### config.mk
export PLATFORM = sky130hd
export DESIGN_NAME = crowded_point_removal_select_top
export DESIGN_NICKNAME = d
export VERILOG_FILES = /design/src/hdl/cprs_pkg.sv /design/src/hdl/cprs_dist.sv /design/src/hdl/crowded_point_removal_select_top.sv
export SDC_FILE = /design/constraint.sdc
export NUM_CORES = 2
export LEC_CHECK = 0
export BUFFER_PORTS_ARGS = -buffer_cell sky130_fd_sc_hd__buf_2
export CAP_MARGIN = 20
export CORE_UTILIZATION = 45
export CTS_CLUSTER_SIZE = 30
export DETAILED_ROUTE_END_ITERATION = 10
export SLEW_MARGIN = 20
export SYNTH_ARGS = -nofsm -noshare
export SYNTH_HDL_FRONTEND = slang
export SYNTH_SLANG_ARGS = --single-unit
### constraint.sdc
create_clock -name clk -period 10.55 [get_ports clk]
set_input_delay 2.11 -clock clk [delete_from_list [all_inputs] [get_ports clk]]
set_output_delay 2.11 -clock clk [all_outputs]
set_load 0.02 [all_outputs]
### src/hdl/cprs_pkg.sv
// Shared types and constants for the crowded point removal select block.
// Used by cprs_dist and crowded_point_removal_select_top; depends on nothing.
`default_nettype none
package cprs_pkg;

  // Number of coordinate axes held per point.
  localparam int NUM_AXES = 3;

  // Axis and phase counter of the distance unit.
  typedef logic [1:0] axis_t;

  // Status that the distance unit reports to the sequencer.
  typedef struct packed {
    logic busy;
    logic done;
  } dist_stat_t;

endpackage
`default_nettype wire

### src/hdl/cprs_dist.sv
// Iterative squared-distance unit: one shared squarer, one axis per cycle.
// Depends on cprs_pkg.
`default_nettype none
module cprs_dist import cprs_pkg::*; #(
  parameter int COORD_BITS = 16
) (
  input  wire logic                              clk,
  input  wire logic                              rst,
  input  wire logic                              start,
  input  wire logic [NUM_AXES*COORD_BITS-1:0]    coord_a,
  input  wire logic [NUM_AXES*COORD_BITS-1:0]    coord_b,
  output logic      [2*COORD_BITS+1:0]           sq_dist,
  output dist_stat_t                             stat
);

  localparam int DB = 2 * COORD_BITS + 2;

  logic [NUM_AXES*COORD_BITS-1:0] a_q;
  logic [NUM_AXES*COORD_BITS-1:0] b_q;
  axis_t                          phase;
  logic [DB-1:0]                  prod;
  logic [DB-1:0]                  acc;
  logic                           busy;
  logic                           done;
  logic signed [COORD_BITS:0]     diff;
  logic [COORD_BITS-1:0]          mag;
  logic [2*COORD_BITS-1:0]        sq;

  // The difference of the selected axis, one bit wider than a coordinate.
  // Its magnitude always fits in COORD_BITS bits, so the squarer is
  // COORD_BITS by COORD_BITS and unsigned.
  always_comb begin
    diff = '0;
    case (phase)
      2'd0: diff = (COORD_BITS+1)'($signed(a_q[COORD_BITS-1:0]))
                 - (COORD_BITS+1)'($signed(b_q[COORD_BITS-1:0]));
      2'd1: diff = (COORD_BITS+1)'($signed(a_q[2*COORD_BITS-1:COORD_BITS]))
                 - (COORD_BITS+1)'($signed(b_q[2*COORD_BITS-1:COORD_BITS]));
      2'd2: diff = (COORD_BITS+1)'($signed(a_q[3*COORD_BITS-1:2*COORD_BITS]))
                 - (COORD_BITS+1)'($signed(b_q[3*COORD_BITS-1:2*COORD_BITS]));
      default: diff = '0;
    endcase
    mag = diff[COORD_BITS] ? COORD_BITS'(-diff) : diff[COORD_BITS-1:0];
    sq  = mag * mag;
  end

  // The square of one axis is registered, then added in the next cycle.
  always_ff @(posedge clk) begin
    if (rst) begin
      busy  <= 1'b0;
      done  <= 1'b0;
      phase <= '0;
    end else begin
      done <= 1'b0;
      if (start) begin
        a_q   <= coord_a;
        b_q   <= coord_b;
        acc   <= '0;
        phase <= '0;
        busy  <= 1'b1;
      end else if (busy) begin
        if (phase != 2'd3) begin
          prod <= DB'(sq);
        end
        if (phase != 2'd0) begin
          acc <= acc + prod;
        end
        if (phase == 2'd3) begin
          busy <= 1'b0;
          done <= 1'b1;
        end
        phase <= phase + 2'd1;
      end
    end
  end

  assign sq_dist   = acc;
  assign stat.busy = busy;
  assign stat.done = done;

endmodule
`default_nettype wire

### src/hdl/crowded_point_removal_select_top.sv
// Top level of the crowded point removal select block.
// Depends on cprs_pkg and instantiates cprs_dist.
`default_nettype none
// The block collects the points of one cell, one transfer per cycle, until a
// point with last_point set. If the cell holds no more than max_per_cell
// points, one result with none_removed set follows. Otherwise every point is
// scored by the sum of its two smallest squared distances to the other points
// (a missing neighbour counts as an all-ones distance), and the surplus
// points with the lowest scores, ties to the lower index, are reported in
// ascending order, each index reduced by the number reported before it.
// Points beyond MAX_POINTS are dropped, though their last flag still closes
// the set; the tag reported is the cell_id of the first point. Scoring n
// points walks every ordered pair through one shared distance unit that
// squares one axis per cycle; ranking then reads the score memory once per
// pair. Input is stalled from the last point until the final result of the
// set has been transferred. The max_per_cell register may be written at any
// time the block is idle.
module crowded_point_removal_select_top import cprs_pkg::*; #(
  parameter int MAX_POINTS = 32,
  parameter int COORD_BITS = 16
) (
  input  wire logic               clk,
  input  wire logic               rst,
  input  wire logic               in_valid,
  output logic                    in_stall,
  input  wire logic signed [15:0] point_x,
  input  wire logic signed [15:0] point_y,
  input  wire logic signed [15:0] point_z,
  input  wire logic        [15:0] cell_id,
  input  wire logic               last_point,
  output logic                    out_valid,
  input  wire logic               out_stall,
  output logic             [4:0]  removal_index,
  output logic             [15:0] cell_id_out,
  output logic                    none_removed,
  output logic                    last_result,
  input  wire logic               cfg_valid,
  output logic                    cfg_ready,
  input  wire logic        [5:0]  cfg_data
);

  localparam int DB   = 2 * COORD_BITS + 2;
  localparam int CW   = $clog2(MAX_POINTS + 1);
  localparam int IW   = $clog2(MAX_POINTS);
  localparam int IXW  = (COORD_BITS > 16) ? COORD_BITS : 16;
  localparam int CMPW = (CW > 6) ? CW : 6;
  localparam int XW   = (CW > 5) ? CW : 5;
  localparam int PW   = NUM_AXES * COORD_BITS;

  typedef enum logic [3:0] {
    S_LOAD, S_DECIDE, S_IRD, S_ILAT, S_JRD, S_JST, S_JWAIT, S_WSC,
    S_RI, S_RIL, S_RJ, S_RJL, S_REM, S_RNEXT, S_OUT
  } state_t;

  state_t          state;
  logic [5:0]      max_per_cell;
  logic [CW-1:0]   point_count;
  logic [CW-1:0]   n_pts;
  logic [CW-1:0]   surplus;
  logic [CW-1:0]   idx_i;
  logic [CW-1:0]   idx_j;
  logic [CW-1:0]   rank;
  logic [CW-1:0]   emitted;
  logic [15:0]     held_cell_tag;
  logic [PW-1:0]   coord_i;
  logic [DB-1:0]   near0;
  logic [DB-1:0]   near1;
  logic [DB:0]     score_i;

  logic [PW-1:0]   coord_mem [MAX_POINTS];
  logic [DB:0]     score_mem [MAX_POINTS];
  logic [PW-1:0]   coord_rd;
  logic [DB:0]     score_rd;
  logic [IW-1:0]   coord_raddr;
  logic [IW-1:0]   score_raddr;

  logic            in_acc;
  logic            dist_start;
  logic [DB-1:0]   sq_dist;
  dist_stat_t      dstat;
  logic [IXW-1:0]  xw, yw, zw;
  logic [PW-1:0]   new_point;
  logic [CW-1:0]   count_next;
  logic [XW-1:0]   reduced;

  assign cfg_ready = 1'b1;
  assign in_stall  = (state != S_LOAD);
  assign out_valid = (state == S_OUT);
  assign in_acc    = in_valid && !in_stall;

  // Coordinates are taken from the low COORD_BITS bits of each field.
  assign xw        = IXW'($unsigned(point_x));
  assign yw        = IXW'($unsigned(point_y));
  assign zw        = IXW'($unsigned(point_z));
  assign new_point = {zw[COORD_BITS-1:0], yw[COORD_BITS-1:0], xw[COORD_BITS-1:0]};
  assign count_next = (point_count < CW'(MAX_POINTS)) ? point_count + 1'b1 : point_count;
  assign reduced    = XW'(idx_i) - XW'(emitted);

  always_comb begin
    coord_raddr = idx_j[IW-1:0];
    score_raddr = idx_j[IW-1:0];
    if (state == S_IRD) begin
      coord_raddr = idx_i[IW-1:0];
    end
    if (state == S_RI) begin
      score_raddr = idx_i[IW-1:0];
    end
  end

  assign dist_start = (state == S_JST);

  // Point and score memories, one write and one registered read each.
  always_ff @(posedge clk) begin
    if (in_acc && point_count < CW'(MAX_POINTS)) begin
      coord_mem[point_count[IW-1:0]] <= new_point;
    end
    coord_rd <= coord_mem[coord_raddr];
  end

  always_ff @(posedge clk) begin
    if (state == S_WSC) begin
      score_mem[idx_i[IW-1:0]] <= (DB+1)'(near0) + (DB+1)'(near1);
    end
    score_rd <= score_mem[score_raddr];
  end

  cprs_dist #(
    .COORD_BITS(COORD_BITS)
  ) u_dist (
    .clk     (clk),
    .rst     (rst),
    .start   (dist_start),
    .coord_a (coord_i),
    .coord_b (coord_rd),
    .sq_dist (sq_dist),
    .stat    (dstat)
  );

  always_ff @(posedge clk) begin
    if (rst) begin
      state         <= S_LOAD;
      max_per_cell  <= 6'd16;
      point_count   <= '0;
      held_cell_tag <= '0;
    end else begin
      if (cfg_valid && cfg_ready) begin
        max_per_cell <= cfg_data;
      end
      unique case (state)
        S_LOAD: begin
          if (in_acc) begin
            if (point_count == '0) begin
              held_cell_tag <= cell_id;
            end
            if (last_point) begin
              n_pts       <= count_next;
              point_count <= '0;
              state       <= S_DECIDE;
            end else begin
              point_count <= count_next;
            end
          end
        end
        S_DECIDE: begin
          if (CMPW'(n_pts) <= CMPW'(max_per_cell)) begin
            removal_index <= '0;
            cell_id_out   <= held_cell_tag;
            none_removed  <= 1'b1;
            last_result   <= 1'b1;
            state         <= S_OUT;
          end else begin
            surplus <= CW'(CMPW'(n_pts) - CMPW'(max_per_cell));
            idx_i   <= '0;
            state   <= S_IRD;
          end
        end
        S_IRD: begin
          state <= S_ILAT;
        end
        S_ILAT: begin
          coord_i <= coord_rd;
          idx_j   <= '0;
          near0   <= '1;
          near1   <= '1;
          state   <= S_JRD;
        end
        S_JRD: begin
          if (idx_j == n_pts) begin
            state <= S_WSC;
          end else if (idx_j == idx_i) begin
            idx_j <= idx_j + 1'b1;
          end else begin
            state <= S_JST;
          end
        end
        S_JST: begin
          state <= S_JWAIT;
        end
        S_JWAIT: begin
          if (dstat.done) begin
            // Keep the two smallest distances seen so far.
            if (sq_dist < near0) begin
              near1 <= near0;
              near0 <= sq_dist;
            end else if (sq_dist < near1) begin
              near1 <= sq_dist;
            end
            idx_j <= idx_j + 1'b1;
            state <= S_JRD;
          end
        end
        S_WSC: begin
          if (idx_i + 1'b1 == n_pts) begin
            idx_i   <= '0;
            emitted <= '0;
            state   <= S_RI;
          end else begin
            idx_i <= idx_i + 1'b1;
            state <= S_IRD;
          end
        end
        S_RI: begin
          state <= S_RIL;
        end
        S_RIL: begin
          score_i <= score_rd;
          idx_j   <= '0;
          rank    <= '0;
          state   <= S_RJ;
        end
        S_RJ: begin
          if (idx_j == n_pts) begin
            state <= S_REM;
          end else begin
            state <= S_RJL;
          end
        end
        S_RJL: begin
          if (score_rd < score_i || (score_rd == score_i && idx_j < idx_i)) begin
            rank <= rank + 1'b1;
          end
          idx_j <= idx_j + 1'b1;
          state <= S_RJ;
        end
        S_REM: begin
          if (rank < surplus) begin
            removal_index <= reduced[4:0];
            cell_id_out   <= held_cell_tag;
            none_removed  <= 1'b0;
            last_result   <= (emitted + 1'b1 == surplus);
            emitted       <= emitted + 1'b1;
            state         <= S_OUT;
          end else begin
            state <= S_RNEXT;
          end
        end
        S_RNEXT: begin
          idx_i <= idx_i + 1'b1;
          state <= S_RI;
        end
        S_OUT: begin
          if (!out_stall) begin
            state <= last_result ? S_LOAD : S_RNEXT;
          end
        end
        default: state <= S_LOAD;
      endcase
    end
  end

  // Input and output never both move in the same cycle.
  a_no_overlap: assert property (@(posedge clk) disable iff (rst)
    !in_stall |-> !out_valid)
    else $error("input accepted while a result is pending");

  // A none_removed result always closes its set.
  a_none_last: assert property (@(posedge clk) disable iff (rst)
    (out_valid && none_removed) |-> last_result)
    else $error("none_removed result without last_result");

  // The distance unit only finishes while the sequencer waits for it.
  a_dist_done: assert property (@(posedge clk) disable iff (rst)
    dstat.done |-> (state == S_JWAIT))
    else $error("distance result arrived outside the wait state");

  // No more removals than the surplus are ever reported.
  a_emit_bound: assert property (@(posedge clk) disable iff (rst)
    (state == S_REM) |-> (emitted < surplus))
    else $error("removal count exceeded the surplus");

endmodule
`default_nettype wire

==> run_results.csv <==
group,metric,value,unit
routing,via_per_inst,5.81,
pwr,power_density,301,nW/µm²
routing,wl,369000,µm
worst_setup_path,critPathKind,"reg -> reg",
global_routing,antenna_found_initial,37,
global_routing,grt_pass1_vias,81500,
timing,fmax,102,MHz
clocking,postCtsHoldBufs,0,
clocking,cts_setup_buffers,0,
outcome,outcome,"complete, no violations",
pwr,power_switching_share,36.3,%
global_routing,grt_pass1_wl,539000,µm
finish,fin_util,50.9,%
global_routing,grt_start_max_net_pins,198,
clocking,clk_latency,0.92,ns
timing,setup-tns-final,0,ns
logic_synthesis,synth_sequential_area_ratio,67.7,%
finish,area_delta_synth_final,12.3,%
routing,wire_per_inst,25.2,µm
die,initial_core_util,45.4,%
clocking,clockBufferDepth,4,
worst_setup_path,cp_data_required_time,11.20,ns
die,coreArea,304000,µm²
run,cap_violations,0,
worst_setup_path,arrival,10.44,ns
finish,drive_gt1_share,9.07,%
timing,final-hold-violation-count,0,
timing,rsz0062_at_grt,"false",
clocking,ctsHtreeMaxLevel,5,
logic_synthesis,yosysUniqueCellTypes,92,
finish,nets,10900,
routing,num_vias,85000,
worst_setup_path,endpoint_kind,"flop",
worst_setup_path,path_max_fanout,11,
worst_setup_path,critPathSlowestCell,"fa_1",
logic_synthesis,synth_cells,10300,
worst_setup_path,rrSetupSlack,0.76,ns
logic_synthesis,ys_seq_elements,3146,
logic_synthesis,synthTopCellsByCount,"edfxtp_1 (3027), nand2_1 (1518), a211oi_1 (925)",
worst_setup_path,slowest_delay,0.55,ns
routing,drtIter0Drc,8445,
clocking,cts-root-buf,"clkbuf_16",
logic_synthesis,avgSynthCellArea,13.4,µm²
die,die-area,308000,µm²
timing,drv_slew,0,
die,die_w,555,µm
logic_synthesis,synth_most_common_cell,"edfxtp_1",
worst_setup_path,critPathMostFrequentCell,"fa_1",
pwr,p_seq_share,32.8,%
logic_synthesis,syn_area,138000,µm²
die,rows,202,
timing,setup_violations,0,
timing,fin_skew,0.0668,ns
logic_synthesis,ys_warn_count,0,
pwr,p_int,29700,µW
logic_synthesis,synth_area_leaders,"edfxtp_1 (66%), a211oi_1 (5.0%), nand2_1 (4.1%)",
placement,place.gp.congestion,0.833,
pwr,p_sw,16900,µW
pwr,p_clk_share,25.3,%
logic_synthesis,synth-edff-count,3027,
clocking,numCtsBuffers,339,
placement,dpl.hpwl,202000,µm
pwr,p_comb_share,41.9,%
logic_synthesis,syn_nets,10900,
clocking,cts_resized,0,
clocking,cts_sinks,3146,
timing,timing.final.crit_share,92.8,%
timing,tightestPinTransition,1.12,ns
global_routing,gr-total-overflow,0,
timing,whs,0.409,ns
pwr,ir_drop,0.989,mV
routing,drtPass1Iterations,6,
worst_hold_path,hold_class,"reg -> reg",
routing,ant_nets,0,
logic_synthesis,synth_flop_cell,"edfxtp_1",
logic_synthesis,yosys.area.top_type_share,66.0,%
clocking,cts_tree,"done",
worst_setup_path,critPathLaunchType,"flop",
clocking,clkTransAtPathRegs,0.06,ns
die,die_y,555,µm
logic_synthesis,ys_async_sr_fraction,0,%
die,io_pins,102,
global_routing,grtUsageTotal,23.4,%
pwr,p_leak,0.0530,µW
timing,slew_headroom,25.4,%
timing,finalCriticalPeriod,9.79,ns
logic_synthesis,yosysTopAreaCell,"edfxtp_1",
placement,port_buffers,100,
routing,drcViolationCount,0,
layer usage:
metal	track usage (%)	routed length (µm)	vias to the layer above
met4	6.24	9340	22
met3	3.36	25300	556
met2	37.1	171000	2865
li1	-	-	38600
met5	0	147	-
met1	33.8	163000	43000
cell usage in the layout, fill, tap and decap left out, types with 26 or more instances in the layout:
cell type / Yosys / layout
ha_1: 350 / 350
nor2_4: 0 / 67
buf_4: 2 / 164
edfxtp_1: 3027 / 3027
o21a_1: 32 / 32
nor2b_1: 32 / 31
a311oi_1: 335 / 334
inv_1: 444 / 444
clkbuf_1: 601 / 78
and2_0: 48 / 48
o21ai_0: 80 / 78
xnor2_1: 112 / 90
a211oi_1: 925 / 925
mux2i_1: 55 / 47
fa_1: 169 / 169
a21oi_1: 412 / 410
a21o_1: 168 / 167
clkinv_1: 4 / 55
nand4_1: 29 / 29
dfxtp_1: 119 / 119
or3_1: 26 / 26
nor3_1: 41 / 37
nand2_1: 1518 / 1518
clkinv_2: 0 / 56
clkbuf_16: 0 / 346
a31oi_1: 352 / 352
nor2_1: 300 / 229
buf_2: 23 / 100
nand2b_1: 84 / 84
and2_1: 631 / 631
bufinv_16: 0 / 30
xor2_1: 56 / 53
nand3_1: 72 / 72
logic make-up after synthesis:
kind of cell / synth area share [%]
and+or+nand+nor: 9.64
DFF: 67.7
muxes: 0.443
adders and majority gates: 5.63
other: 0.00272
AOI/OAI and AO/OA: 12.5
buffers and inverters: 3.00
xor gates and xnor gates: 1.08
area by class of cell:
type / instances / area (µm²)
Sequential cell: 3146 / 93300
Fill cell: 25600 / 149000
Clock buffer: 448 / 9280
Antenna cell: 13 / 32.5
Multi-Input combinational cell: 6048 / 41400
Inverter: 451 / 1700
Tap cell: 4080 / 5100
Timing Repair Buffer: 283 / 2110
Clock inverter: 176 / 1820
critical path: cells and delay by family (launching register included):
family          cells  cell delay, ns
fa+ha+maj           9            4.02
buf+inv             6            0.63
xor+xnor            2            0.47
simple gates        9            1.70
compound gates     10            2.38
flops               1            0.36
state kept, by name, summed over array words and instances (netlist names), 16 cells and up:
register and count:
cell_id_out 16, coord_i 48, coord_mem 1536, coord_rd 48, held_cell_tag 16, near0 34, near1 34, score_i 35
score_mem 1120, score_rd 35, u_dist.a_q 48, u_dist.b_q 48, u_dist.prod 31, u_dist.sq_dist 34
stage by stage:
| step | std cells | setup slack [ns] | cell area (µm²) | total power [µW] |
|---|---|---|---|---|
| after floorplan | 10300 | 1.47 | 138000 | 29800 |
| after global placement | 14000 | 0.835 | 144000 | 35100 |
| after detailed placement | 14000 | 0.731 | 144000 | 35100 |
| after CTS | 14600 | 0.731 | 155000 | 47000 |
| after global routing | 14600 | 0.0327 | 155000 | 49700 |
| final | 14600 | 0.759 | 155000 | 46600 |
path summary, 6_finish.rpt:
path / endpoint / depth (start not counted) / start
hold / removal: u_dist.a_q[31] / 0 / coord_i[31]
hold reg to reg: u_dist.a_q[31] / 0 / coord_i[31]
setup reg to reg: u_dist.prod[31] / 36 / u_dist.b_q[16]
setup / recovery: u_dist.prod[31] / 36 / u_dist.b_q[16]
power by group through the flow:
stage | clock [µW] | sequential [µW] | combinational (µW)
2_1_floorplan | 0 | 15400 | 14400
3_3_place_gp | 0 | 15500 | 19600
3_5_place_dp | 0 | 15500 | 19600
4_1_cts | 12000 | 15300 | 19800
5_1_grt | 12500 | 15300 | 21900
6_report | 11800 | 15300 | 19500
(Power assumes the default switching activity.)
